<file path="src/rtl/lrup_pkg.sv">
// lrup_pkg: shared constants and types for the lru page replacement block
// no dependencies; used by lrup_cell, lrup_stack and lru_page_replacement
package lrup_pkg;

  localparam int FRAMES_DEF    = 8;
  localparam int PAGE_BITS_DEF = 32;

  localparam int FIELD_W = 32;   // width of page and count fields on the ports
  localparam int CAP_W   = 4;    // capacity register width
  localparam int ADDR_W  = 3;    // byte address, one 32-bit register
  localparam int DATA_W  = 32;

  localparam logic [CAP_W-1:0] CAP_RESET = CAP_W'(3);

  // register index, taken from the word address bits of paddr
  localparam logic [ADDR_W-3:0] REG_CAPACITY = '0;

  typedef struct packed {
    logic upd;    // a word is accepted this cycle
    logic hit;    // the page sits in some valid cell
    logic evict;  // miss with the store full: last valid cell drops out
    logic trim;   // capacity write: drop cells at or beyond the new capacity
  } lrup_ctrl_t;

endpackage

</file>
<file path="src/rtl/lru_page_replacement.sv">
// lru_page_replacement: fully associative lru page store on a chain of cells.
// a result word is registered at the end of the cycle in which its page word is accepted.
// throughput: one word per cycle while the receiver keeps up; the compare and shift across the cell row
// completes in the accepting cycle, and the output register decouples the sides.
// reset (synchronous, active low): all cells empty, occupancy and fault count zero,
// capacity 3. depends on lrup_pkg, lrup_stack, lrup_cell
module lru_page_replacement #(
  parameter int FRAMES    = lrup_pkg::FRAMES_DEF,
  parameter int PAGE_BITS = lrup_pkg::PAGE_BITS_DEF
) (
  input  logic                        clk,
  input  logic                        rst_n,
  input  logic                        in_valid,
  output logic                        in_ready,
  input  logic [lrup_pkg::FIELD_W-1:0] in_page,
  output logic                        out_valid,
  input  logic                        out_ready,
  output logic                        out_fault,
  output logic                        out_evicted_valid,
  output logic [lrup_pkg::FIELD_W-1:0] out_evicted_page,
  output logic [lrup_pkg::FIELD_W-1:0] out_fault_total,
  input  logic                        psel,
  input  logic                        penable,
  input  logic                        pwrite,
  input  logic [lrup_pkg::ADDR_W-1:0]  paddr,
  input  logic [lrup_pkg::DATA_W-1:0]  pwdata,
  output logic [lrup_pkg::DATA_W-1:0]  prdata,
  output logic                        pready
);
  import lrup_pkg::*;

  localparam int OCC_W = $clog2(FRAMES + 1);
  localparam int EW    = (CAP_W > OCC_W) ? CAP_W + 1 : OCC_W + 1;

  logic [CAP_W-1:0]     cap_r, cap_nxt;
  logic [OCC_W-1:0]     occ_r, occ_nxt;
  logic [FIELD_W-1:0]   cnt_r, cnt_nxt;
  logic [CAP_W-1:0]     cap_src;
  logic [OCC_W-1:0]     cap_eff;
  logic                 cfg_wr;
  logic                 accept;
  logic [PAGE_BITS-1:0] pg;
  logic                 hit;
  logic [PAGE_BITS-1:0] lru_page;
  logic [FRAMES-1:0]    valid_vec;
  lrup_ctrl_t           ctrl;

  logic                 out_valid_r, out_valid_nxt;
  logic                 fault_r, ev_valid_r;
  logic [FIELD_W-1:0]   ev_page_r, total_r;

  assign pready = 1'b1;
  assign cfg_wr = psel && penable && pwrite && pready
                  && (paddr[ADDR_W-1:2] == REG_CAPACITY);
  assign prdata = (paddr[ADDR_W-1:2] == REG_CAPACITY) ? DATA_W'(cap_r) : '0;

  // capacity in effect: the new value during a write, clamped to 1..FRAMES
  assign cap_src = cfg_wr ? pwdata[CAP_W-1:0] : cap_r;
  always_comb begin
    priority if (cap_src == '0) begin
      cap_eff = OCC_W'(1);
    end else if (EW'(cap_src) > EW'(FRAMES)) begin
      cap_eff = OCC_W'(FRAMES);
    end else begin
      cap_eff = OCC_W'(cap_src);
    end
  end

  assign in_ready = !out_valid_r || out_ready;
  assign accept   = in_valid && in_ready;
  assign pg       = PAGE_BITS'(in_page);

  assign ctrl.upd   = accept;
  assign ctrl.hit   = hit;
  assign ctrl.evict = !hit && (occ_r >= cap_eff);
  assign ctrl.trim  = cfg_wr;

  lrup_stack #(
    .FRAMES    (FRAMES),
    .PAGE_BITS (PAGE_BITS),
    .OCC_W     (OCC_W)
  ) u_stack (
    .clk       (clk),
    .rst_n     (rst_n),
    .ctrl      (ctrl),
    .cap_eff   (cap_eff),
    .pg        (pg),
    .hit       (hit),
    .lru_page  (lru_page),
    .valid_vec (valid_vec)
  );

  always_comb begin
    cap_nxt = cap_r;
    occ_nxt = occ_r;
    cnt_nxt = cnt_r;
    priority if (cfg_wr) begin
      cap_nxt = pwdata[CAP_W-1:0];
      if (occ_r > cap_eff) begin
        occ_nxt = cap_eff;
      end
    end else if (accept && !hit) begin
      if (cnt_r != '1) begin
        cnt_nxt = cnt_r + FIELD_W'(1);
      end
      if (!ctrl.evict) begin
        occ_nxt = occ_r + OCC_W'(1);
      end
    end else begin
      occ_nxt = occ_r;
      cnt_nxt = cnt_r;
    end
  end

  always_comb begin
    out_valid_nxt = out_valid_r;
    if (accept) begin
      out_valid_nxt = 1'b1;
    end else if (out_ready) begin
      out_valid_nxt = 1'b0;
    end
  end

  always_ff @(posedge clk) begin
    if (!rst_n) begin
      cap_r       <= CAP_RESET;
      occ_r       <= '0;
      cnt_r       <= '0;
      out_valid_r <= 1'b0;
    end else begin
      cap_r       <= cap_nxt;
      occ_r       <= occ_nxt;
      cnt_r       <= cnt_nxt;
      out_valid_r <= out_valid_nxt;
    end
  end

  always_ff @(posedge clk) begin
    if (accept) begin
      fault_r    <= !hit;
      ev_valid_r <= ctrl.evict;
      ev_page_r  <= ctrl.evict ? FIELD_W'(lru_page) : '0;
      total_r    <= cnt_nxt;
    end
  end

  assign out_valid         = out_valid_r;
  assign out_fault         = fault_r;
  assign out_evicted_valid = ev_valid_r;
  assign out_evicted_page  = ev_page_r;
  assign out_fault_total   = total_r;

  // occupancy counter tracks the cell valid bits
  a_occ_count : assert property (@(posedge clk) disable iff (!rst_n)
    $countones(valid_vec) == int'(occ_r))
    else $error("occupancy does not match valid cells");

  // valid cells stay packed at the most recent end
  a_packed : assert property (@(posedge clk) disable iff (!rst_n)
    ((valid_vec + FRAMES'(1)) & valid_vec) == '0)
    else $error("valid cells not contiguous");

  a_occ_cap : assert property (@(posedge clk) disable iff (!rst_n)
    !cfg_wr |-> (occ_r <= cap_eff))
    else $error("occupancy above capacity");

  // an eviction only ever comes with a fault
  a_evict_fault : assert property (@(posedge clk) disable iff (!rst_n)
    out_valid_r |-> (!ev_valid_r || fault_r))
    else $error("eviction reported on a hit");

endmodule

</file>
<file path="src/rtl/lrup_cell.sv">
// lrup_cell: one position of the recency stack, holding a page and its valid bit
// depends on lrup_pkg; instantiated in a row by lrup_stack
module lrup_cell #(
  parameter int IDX       = 0,
  parameter int PAGE_BITS = 32,
  parameter int OCC_W     = 4
) (
  input  logic                  clk,
  input  logic                  rst_n,
  input  lrup_pkg::lrup_ctrl_t  ctrl,
  input  logic [OCC_W-1:0]      cap_eff,
  input  logic [PAGE_BITS-1:0]  pg,
  input  logic [PAGE_BITS-1:0]  up_page,
  input  logic                  up_valid,
  input  logic                  up_clear,
  output logic [PAGE_BITS-1:0]  page_q,
  output logic                  valid_q,
  output logic                  clear_out
);
  import lrup_pkg::*;

  logic [PAGE_BITS-1:0] page_r, page_nxt;
  logic                 valid_r, valid_nxt;
  logic                 match;
  logic                 shift;

  assign match     = valid_r && (page_r == pg);
  // no match seen in this cell or any more recent one
  assign clear_out = up_clear && !match;

  always_comb begin
    priority if (ctrl.hit) begin
      shift = up_clear;
    end else if (ctrl.evict) begin
      shift = valid_r;
    end else begin
      shift = up_valid;
    end
  end

  always_comb begin
    page_nxt  = page_r;
    valid_nxt = valid_r;
    priority if (ctrl.trim) begin
      valid_nxt = valid_r && (OCC_W'(IDX) < cap_eff);
    end else if (ctrl.upd) begin
      if (shift) begin
        page_nxt = up_page;
      end
      if (!ctrl.hit && !ctrl.evict) begin
        valid_nxt = valid_r || up_valid;
      end
    end else begin
      page_nxt  = page_r;
      valid_nxt = valid_r;
    end
  end

  always_ff @(posedge clk) begin
    page_r <= page_nxt;
  end

  always_ff @(posedge clk) begin
    if (!rst_n) begin
      valid_r <= 1'b0;
    end else begin
      valid_r <= valid_nxt;
    end
  end

  assign page_q  = page_r;
  assign valid_q = valid_r;

endmodule

</file>
<file path="src/rtl/lrup_stack.sv">
// lrup_stack: row of lrup_cell instances forming the recency stack, with hit and
// lru page selection; depends on lrup_pkg and lrup_cell
module lrup_stack #(
  parameter int FRAMES    = 8,
  parameter int PAGE_BITS = 32,
  parameter int OCC_W     = 4
) (
  input  logic                  clk,
  input  logic                  rst_n,
  input  lrup_pkg::lrup_ctrl_t  ctrl,
  input  logic [OCC_W-1:0]      cap_eff,
  input  logic [PAGE_BITS-1:0]  pg,
  output logic                  hit,
  output logic [PAGE_BITS-1:0]  lru_page,
  output logic [FRAMES-1:0]     valid_vec
);
  import lrup_pkg::*;

  logic [PAGE_BITS-1:0] page_q [FRAMES];
  logic [PAGE_BITS-1:0] up_page [FRAMES];
  logic [FRAMES-1:0]    up_valid;
  logic [FRAMES:0]      clear_chain;
  logic [FRAMES-1:0]    last_vec;

  assign clear_chain[0] = 1'b1;

  for (genvar k = 0; k < FRAMES; k++) begin : g_cell
    if (k == 0) begin : g_head
      assign up_page[k]  = pg;
      assign up_valid[k] = 1'b1;
    end else begin : g_body
      assign up_page[k]  = page_q[k-1];
      assign up_valid[k] = valid_vec[k-1];
    end

    lrup_cell #(
      .IDX       (k),
      .PAGE_BITS (PAGE_BITS),
      .OCC_W     (OCC_W)
    ) u_cell (
      .clk       (clk),
      .rst_n     (rst_n),
      .ctrl      (ctrl),
      .cap_eff   (cap_eff),
      .pg        (pg),
      .up_page   (up_page[k]),
      .up_valid  (up_valid[k]),
      .up_clear  (clear_chain[k]),
      .page_q    (page_q[k]),
      .valid_q   (valid_vec[k]),
      .clear_out (clear_chain[k+1])
    );
  end

  assign hit = !clear_chain[FRAMES];

  // valid cells are contiguous from the top, so the last one is the lru page
  assign last_vec = valid_vec & ~(valid_vec >> 1);

  always_comb begin
    lru_page = '0;
    for (int k = 0; k < FRAMES; k++) begin
      lru_page = lru_page | (page_q[k] & {PAGE_BITS{last_vec[k]}});
    end
  end

endmodule

</file>
<file path="config.mk">
export PLATFORM = sky130hd
export DESIGN_NAME = lru_page_replacement
export DESIGN_NICKNAME = d
export VERILOG_FILES = /design/src/rtl/lrup_pkg.sv /design/src/rtl/lru_page_replacement.sv /design/src/rtl/lrup_cell.sv /design/src/rtl/lrup_stack.sv
export SDC_FILE = /design/constraint.sdc
export NUM_CORES = 1
export LEC_CHECK = 0
export ABC_CLOCK_PERIOD_IN_PS = 16780
export BUFFER_PORTS_ARGS = -buffer_cell sky130_fd_sc_hd__buf_2
export CORE_MARGIN = 5
export CORE_UTILIZATION = 64
export DETAILED_ROUTE_END_ITERATION = 16
export GPL_TIMING_DRIVEN = 0
export PLACE_DENSITY = 0.85
export RECOVER_POWER = 25
export SYNTH_ARGS = -nofsm -noshare
export SYNTH_HDL_FRONTEND = slang
export SYNTH_SLANG_ARGS = --single-unit
</file>
<file path="constraint.sdc">
create_clock -name clk -period 16.78 [get_ports clk]
set_clock_uncertainty 0.15 [all_clocks]
set_input_delay 1.678 -clock clk [delete_from_list [all_inputs] [get_ports clk]]
set_output_delay 1.678 -clock clk [all_outputs]
set_load 0.05 [all_outputs]
</file>
Word-level counts from Yosys, hierarchy flattened:

Cells that the tools add are included.

* logic and storage cells: 183
* bits in registers: 371
* output and inout port bits: 101
* bits of input ports: 74

* $lt $le $gt $ge: 11
* reductions and logical operators: 63
* $add $sub $neg: 2
* eq/ne operators: 11
* multiplexer cells: 53
* bitwise operators: 19

Operators with widths (number)
* bitwise AND 32 bit: 8
* equality test 32 bit: 8
* OR 32 bit: 7
* 2-to-1 mux 32 bit: 3
* 2-to-1 mux 1 bit: 42
* adder 32 x 1 -> 32 bit (second input constant): 1
* 2-to-1 mux 4 bit: 8
* inequality test 32 bit (second input constant): 1
* logical AND 1 bit: 30
* AND reduction 3 bit: 9
* less-than comparator 3 x 4 -> 1 bit (first input constant): 4
* logical NOT 1 bit: 10
* bitwise AND 8 bit: 1
* logical OR 1 bit: 8
* less-than comparator 1 x 4 -> 1 bit (first input constant): 2
* less-than comparator 2 x 4 -> 1 bit (first input constant): 2
* NOT 7 -> 8 bit: 1
* nonzero test 2 bit: 4
* adder 4 x 1 -> 4 bit (second input constant): 1
* >= comparator 4 bit: 1
* > comparator 4 bit: 1
* > comparator 4 bit (second input constant): 1
* logical NOT 4 bit: 1
* inequality test 2 x 1 -> 1 bit (second input constant): 1
* 3 further kinds: 4

Depth between registers and ports, before layout:

* word-level depth: 16
* gate-level depth with buffers: 16
* depth with buffers taken out: 13

Hierarchy:

From an unflattened synthesis, not the netlist that was laid out.

* cells, all modules: 1365
* area total of the unflattened synthesis: 17805.8 um^2

Modules (own cells, without submodules)
* lru_page_replacement: times used 1, cells an instance 471, area each 5116.2 um^2, seq. area each 2802.7 um^2
* lrup_cell at u_stack.g_cell[4].u_cell ...: times used 2, cells an instance 87, area each 1396.3 um^2, seq. area each 980.9 um^2
* lrup_stack: times used 1, cells an instance 201, area each 1545.2 um^2, seq. area each 0.0 um^2
* lrup_cell at u_stack.g_cell[0].u_cell: times used 1, cells an instance 88, area each 1396.3 um^2, seq. area each 980.9 um^2
* lrup_cell at u_stack.g_cell[2].u_cell: times used 1, cells an instance 87, area each 1395.1 um^2, seq. area each 980.9 um^2
* lrup_cell at u_stack.g_cell[5].u_cell: times used 1, cells an instance 86, area each 1392.6 um^2, seq. area each 980.9 um^2
* lrup_cell at u_stack.g_cell[3].u_cell: times used 1, cells an instance 87, area each 1391.3 um^2, seq. area each 980.9 um^2
* lrup_cell at u_stack.g_cell[1].u_cell: times used 1, cells an instance 85, area each 1388.8 um^2, seq. area each 980.9 um^2
* lrup_cell at u_stack.g_cell[7].u_cell: times used 1, cells an instance 86, area each 1387.6 um^2, seq. area each 980.9 um^2

Least setup slack after synthesis:

Ideal clock, no wire load.

* path kind: input to register
* start: input port pwrite
* end: register u_stack.g_cell[2].u_cell.page_r[0] (enable)
* setup time: 470 ps
* arrival: 6427 ps
* setup slack: 9733 ps
* data required time: 16160 ps
* buffers on the path: 2
* stages: 13
* cell sequence: and4b_1 > clkbuf_1 > and2_1 > a21oi_1 > nand2b_1 > ha_1 > nor2b_1 > o21a_1 > o21a_1 > nor3b_1 > buf_1 > mux2i_1 > a211oi_1

* word-level cells in the longest chain between the ends: 11
* elaborated cells between the ends (all ways): 13
* those cells by class: order compare (2); mux (5); bitwise (1); reduce/logical (5)

Ends and longest elaborated chain
* from (decl): line lru_page_replacement.sv:24 `input logic pwrite,`
* logical AND 1 bit *: line lru_page_replacement.sv:53 `assign cfg_wr = psel && penable && pwrite && pready`
* logical AND 1 bit *: line lru_page_replacement.sv:54 `&& (paddr[ADDR_W-1:2] == REG_CAPACITY);`
* 2-to-1 mux 4 bit
* > comparator 4 bit: line lru_page_replacement.sv:62 `end else if (EW'(cap_src) > EW'(FRAMES)) begin`
* 2-to-1 mux 4 bit: line lru_page_replacement.sv:62
* 2-to-1 mux 4 bit: line lru_page_replacement.sv:60 `priority if (cap_src == '0) begin`
* >= comparator 4 bit: line lru_page_replacement.sv:75 `assign ctrl.evict = !hit && (occ_r >= cap_eff);`
* logical AND 1 bit: line lru_page_replacement.sv:75
* 2-to-1 mux 1 bit: line lrup_cell.sv:34 `end else if (ctrl.evict) begin`
* 2-to-1 mux 1 bit: line lrup_cell.sv:32 `priority if (ctrl.hit) begin`
* AND reduction 3 bit (no source line) *
* to (signal assigned): line lrup_cell.sv:60 `page_r <= page_nxt;`
* to (decl): line lrup_cell.sv:22 `logic [PAGE_BITS-1:0] page_r, page_nxt;`

Every way passes the cells marked *; elsewhere a longest branch is shown, timed or not.
A chain may end at the register's enable or synchronous reset.

Final worst setup path:

* start: input port paddr[2] (netlist name)
* end: register ev_page_r[12], in the netlist out_evicted_page[12] (data pin)

* word-level cells in the longest chain between the ends: 8
* elaborated cells between the ends (all ways): 9
* those cells by class: order compare (2); mux (3); bitwise (1); reduce/logical (3)

Ends and longest elaborated chain
* from (decl): line lru_page_replacement.sv:25 `input logic [lrup_pkg::ADDR_W-1:0] paddr,`
* NOT 1 bit *
* logical AND 1 bit *: line lru_page_replacement.sv:54
* 2-to-1 mux 4 bit *
* > comparator 4 bit: line lru_page_replacement.sv:62
* 2-to-1 mux 4 bit: line lru_page_replacement.sv:62
* 2-to-1 mux 4 bit *: line lru_page_replacement.sv:60
* >= comparator 4 bit *: line lru_page_replacement.sv:75
* logical AND 1 bit *: line lru_page_replacement.sv:75
* to (signal assigned): line lru_page_replacement.sv:142 `ev_page_r <= ctrl.evict ? FIELD_W'(lru_page) : '0;`
* to (decl): line lru_page_replacement.sv:50 `logic [FIELD_W-1:0] ev_page_r, total_r;`

Marked as above.

==> results_dict.tcl <==
set metrics [dict create \
    run_status "finished with violations" \
    failed_checks "max-capacitance violations, max-slew violations" \
    ir_worst_vdd_mv 0.111 \
    timing.critical_path.from "paddr[2]" \
    fp.dieArea_sq_um 31100 \
    first_global_vias 13007 \
    regToRegStartpoint "u_stack.g_cell[0].u_cell.page_q[13]" \
    post-layout-total-power_mw 2.18 \
    max_stage_delay_ns 0.76 \
    startpoint_to_endpoint_class_of_the_critical_path "input port to flop" \
    final-setup-viol-count 0 \
    drtIter0Drc 2167 \
    synth.cell_area_sq_um 17700 \
    die_width_microns 176 \
    timing.final.crit_share_pct 37.2 \
    clock_sink_count 371 \
    die_h_microns 176 \
    cts_hold_bufs 0 \
    synth_seq_area_share_pct 60.1 \
    initial_core_util_pct 64.3 \
    number_of_remaining_drc_errors 0 \
    yosys.cell_types.count 55 \
    dp.final_hpwl_microns 45800 \
    count_of_nets_left_with_antenna_violations_after_detail_routing 0 \
    nNetsFinal 1647 \
    timing.critical_path.from_type "input port" \
    grt_pass1_wl_microns 88400 \
    vias 13617 \
    worstMarginPinSlew_ns 1.52 \
    cp-end-kind "flop" \
    cts_setup_buffers 0 \
    hold_class "flop to flop" \
    cts_tree "built" \
    crit_path_max_fanout 10 \
    yosysTopAreaCell "sky130_fd_sc_hd__edfxtp_1" \
    synth_top_area_share_pct 54.6 \
    drt-pass1-iter-count 6 \
    cts_htree_levels 2 \
    globalRoute.totalOverflow 0 \
    gp_routability_congestion 1.05 \
    count_of_flip_flops_with_a_built_in_enable_after_synthesis 322 \
    skew_pair_late_insertion_delay_ns 0.54 \
    grt_start_max_net_pins 67 \
    ys_ff_latch 371 \
    slew_headroom_pct -2.33 \
    cp_cell_sequence "buf_2 -> and4b_1 -> clkbuf_1 -> and2_1 -> a21oi_1 -> nand2b_1 -> ha_1 -> nor2b_1 -> o21a_1 -> o21a_1 -> nor3b_1 -> buf_1 -> or3_1 -> clkbuf_1 -> clkbuf_1 -> a31oi_1" \
    flow.area_growth_from_synthesis_pct 15.3 \
    cts-root-to-sink-buffers 3 \
    timing.critical_path.mode_cell "sky130_fd_sc_hd__clkbuf_1" \
    static-leakage-power_nw 7.23 \
    number_of_instances_resized_during_post_cts_repair 0 \
    synth_flop_cell "sky130_fd_sc_hd__edfxtp_1" \
    finalMaxSlewViolations 2 \
    ys.warnings.count 0 \
    detail_route.vias_per_cell 6.88 \
    antenna_found_initial 2 \
    timing.setup.tns_ns 0 \
    max_clock_freq_mhz 160 \
    cell_area_power_density_nw_per_um2 107 \
    floorplan.rows 61 \
    finalCriticalPeriod_ns 6.24 \
    io_pins 175 \
    ctsRootBufferMaster "sky130_fd_sc_hd__clkbuf_16" \
    worst_ep_arrival_time_ns 6.31 \
    cts.reportedPaths.clkPinSlew_ns 0.06 \
    coreArea_sq_um 27600 \
    critical-path-slowest-cell "sky130_fd_sc_hd__clkbuf_1" \
    avgSynthCellArea_sq_um 12.9 \
    final_count_of_hold_timing_violations 0 \
    drt-total-wl_microns 62500 \
    post_route_cells_drive_above_1_share_pct 17.2 \
    portBuffers 114 \
    grt.total_usage_pct 39.5 \
    yosys-top-cells-count "sky130_fd_sc_hd__edfxtp_1, sky130_fd_sc_hd__xor2_1, sky130_fd_sc_hd__nor4_1" \
    netlist_instances 1374 \
    min_from "cnt_r[13]" \
    drv.max_cap_violation_count 1 \
    async_reset_ff_share_pct 0 \
    yosysMostFrequentCell "sky130_fd_sc_hd__edfxtp_1" \
    rsz0062_at_grt "false" \
    critPathRequiredTime_ns 16.85 \
    netlist_top_cells_area "sky130_fd_sc_hd__edfxtp_1, sky130_fd_sc_hd__xor2_1, sky130_fd_sc_hd__dfxtp_1" \
    drt-wirelength-per-cell_microns 31.6 \
    number_of_buffers_created_by_cts 39 \
]
[per-stage QoR]
| step | util [%] | std cells | worst slack, ns | area [sq um] | hold WS [ns] |
|---|---|---|---|---|---|
| 2_1_floorplan | - | 1401 | 9.73 | 17800 | 0.298 |
| 3_3_place_gp | 68.5 | 1893 | 6.26 | 18900 | 0.309 |
| 3_5_place_dp | 69.6 | 1904 | 10.22 | 19200 | 0.313 |
| 4_1_cts | 74.1 | 1974 | 10.72 | 20400 | 0.321 |
| 5_1_grt | 74.1 | 1975 | 10.39 | 20400 | 0.357 |
| 6_report | 74.2 | 1978 | 10.54 | 20400 | 0.324 |
[routing by layer]
layer	global-route usage [%]	wire, microns
met5	0	0
met4	16.3	3220
met3	10.5	8350
met2	61.2	28100
met1	53.7	22800
[critical path: cells and delay by family]
family / cells / cell delay [ns]
adder cells (fa/ha/maj): 1 / 0.30
AND/OR/NAND/NOR: 6 / 1.34
AO/OA/AOI/OAI: 4 / 0.91
buffers and inverters: 5 / 2.08
[cell usage in the layout (no fill, tap or decap), types with 6 or more instances in the layout]
master and n:
sky130_fd_sc_hd__a21oi_1 24, sky130_fd_sc_hd__a221oi_1 32, sky130_fd_sc_hd__a22o_1 32, sky130_fd_sc_hd__a22oi_1 65, sky130_fd_sc_hd__a31oi_1 33, sky130_fd_sc_hd__buf_16 7, sky130_fd_sc_hd__buf_2 139, sky130_fd_sc_hd__buf_4 41
sky130_fd_sc_hd__clkbuf_1 49, sky130_fd_sc_hd__clkbuf_16 43, sky130_fd_sc_hd__clkinv_1 6, sky130_fd_sc_hd__clkinv_2 6, sky130_fd_sc_hd__conb_1 29, sky130_fd_sc_hd__dfxtp_1 49, sky130_fd_sc_hd__edfxtp_1 322, sky130_fd_sc_hd__ha_1 6
sky130_fd_sc_hd__inv_1 17, sky130_fd_sc_hd__mux2i_1 27, sky130_fd_sc_hd__nand2_1 63, sky130_fd_sc_hd__nand2b_1 21, sky130_fd_sc_hd__nand3_1 25, sky130_fd_sc_hd__nand4_1 27, sky130_fd_sc_hd__nor2_1 25, sky130_fd_sc_hd__nor2b_1 13
sky130_fd_sc_hd__nor3_1 20, sky130_fd_sc_hd__nor3_2 10, sky130_fd_sc_hd__nor4_1 68, sky130_fd_sc_hd__o21ai_0 17, sky130_fd_sc_hd__or3_1 21, sky130_fd_sc_hd__or4_1 11, sky130_fd_sc_hd__xnor2_1 62, sky130_fd_sc_hd__xor2_1 212
[where the power goes]
group          switching (mW)  total (mW)  leakage [nW]  internal (mW)
Clock                   0.357       0.844         0.613          0.487
Combinational           0.205       0.279          3.23         0.0746
Sequential             0.0254        1.06          3.39           1.03
Total                   0.587        2.18          7.23           1.60
[kinds of logic after synthesis]
family | Yosys count | share of synthesized area [%]
buffers and inverters | 127 | 3.78
adder cells (fa/ha/maj) | 6 | 0.424
AND/OR/NAND/NOR | 341 | 11.3
multiplexers | 28 | 1.59
AO/OA/AOI/OAI | 225 | 9.23
XOR/XNOR | 274 | 13.5
other | 2 | 0.0424
flip-flops | 371 | 60.1
[registers in the layout (all words and copies together) (netlist names)]
register,count
cnt_r,32
out_valid,1
cap_r,4
occ_r,4
u_stack.g_cell.u_cell.valid_q,8
out_evicted_valid,1
out_evicted_page,32
out_fault_total,32
u_stack.g_cell.u_cell.page_q,256
out_fault,1
[final cells by class]
class	count	area, sq um
antenna	4	10.0
buffer	110	606
clock buffer	57	1180
clock inverter	13	61.3
fill	1786	7120
inverter	17	63.8
multi-input combinational	903	6560
sequential	371	10700
tap	378	473
timing repair buffer	125	828
[final timing paths]
kind,slack [ns],endpoint,cells past startpoint
worst min register to register,0.32,cnt_r[13],2
worst min-delay path,0.32,cnt_r[13],2
worst max-delay path,10.54,out_evicted_page[12],16
worst max register to register,11.53,out_evicted_page[12],9
(Power assumes the default switching activity.)
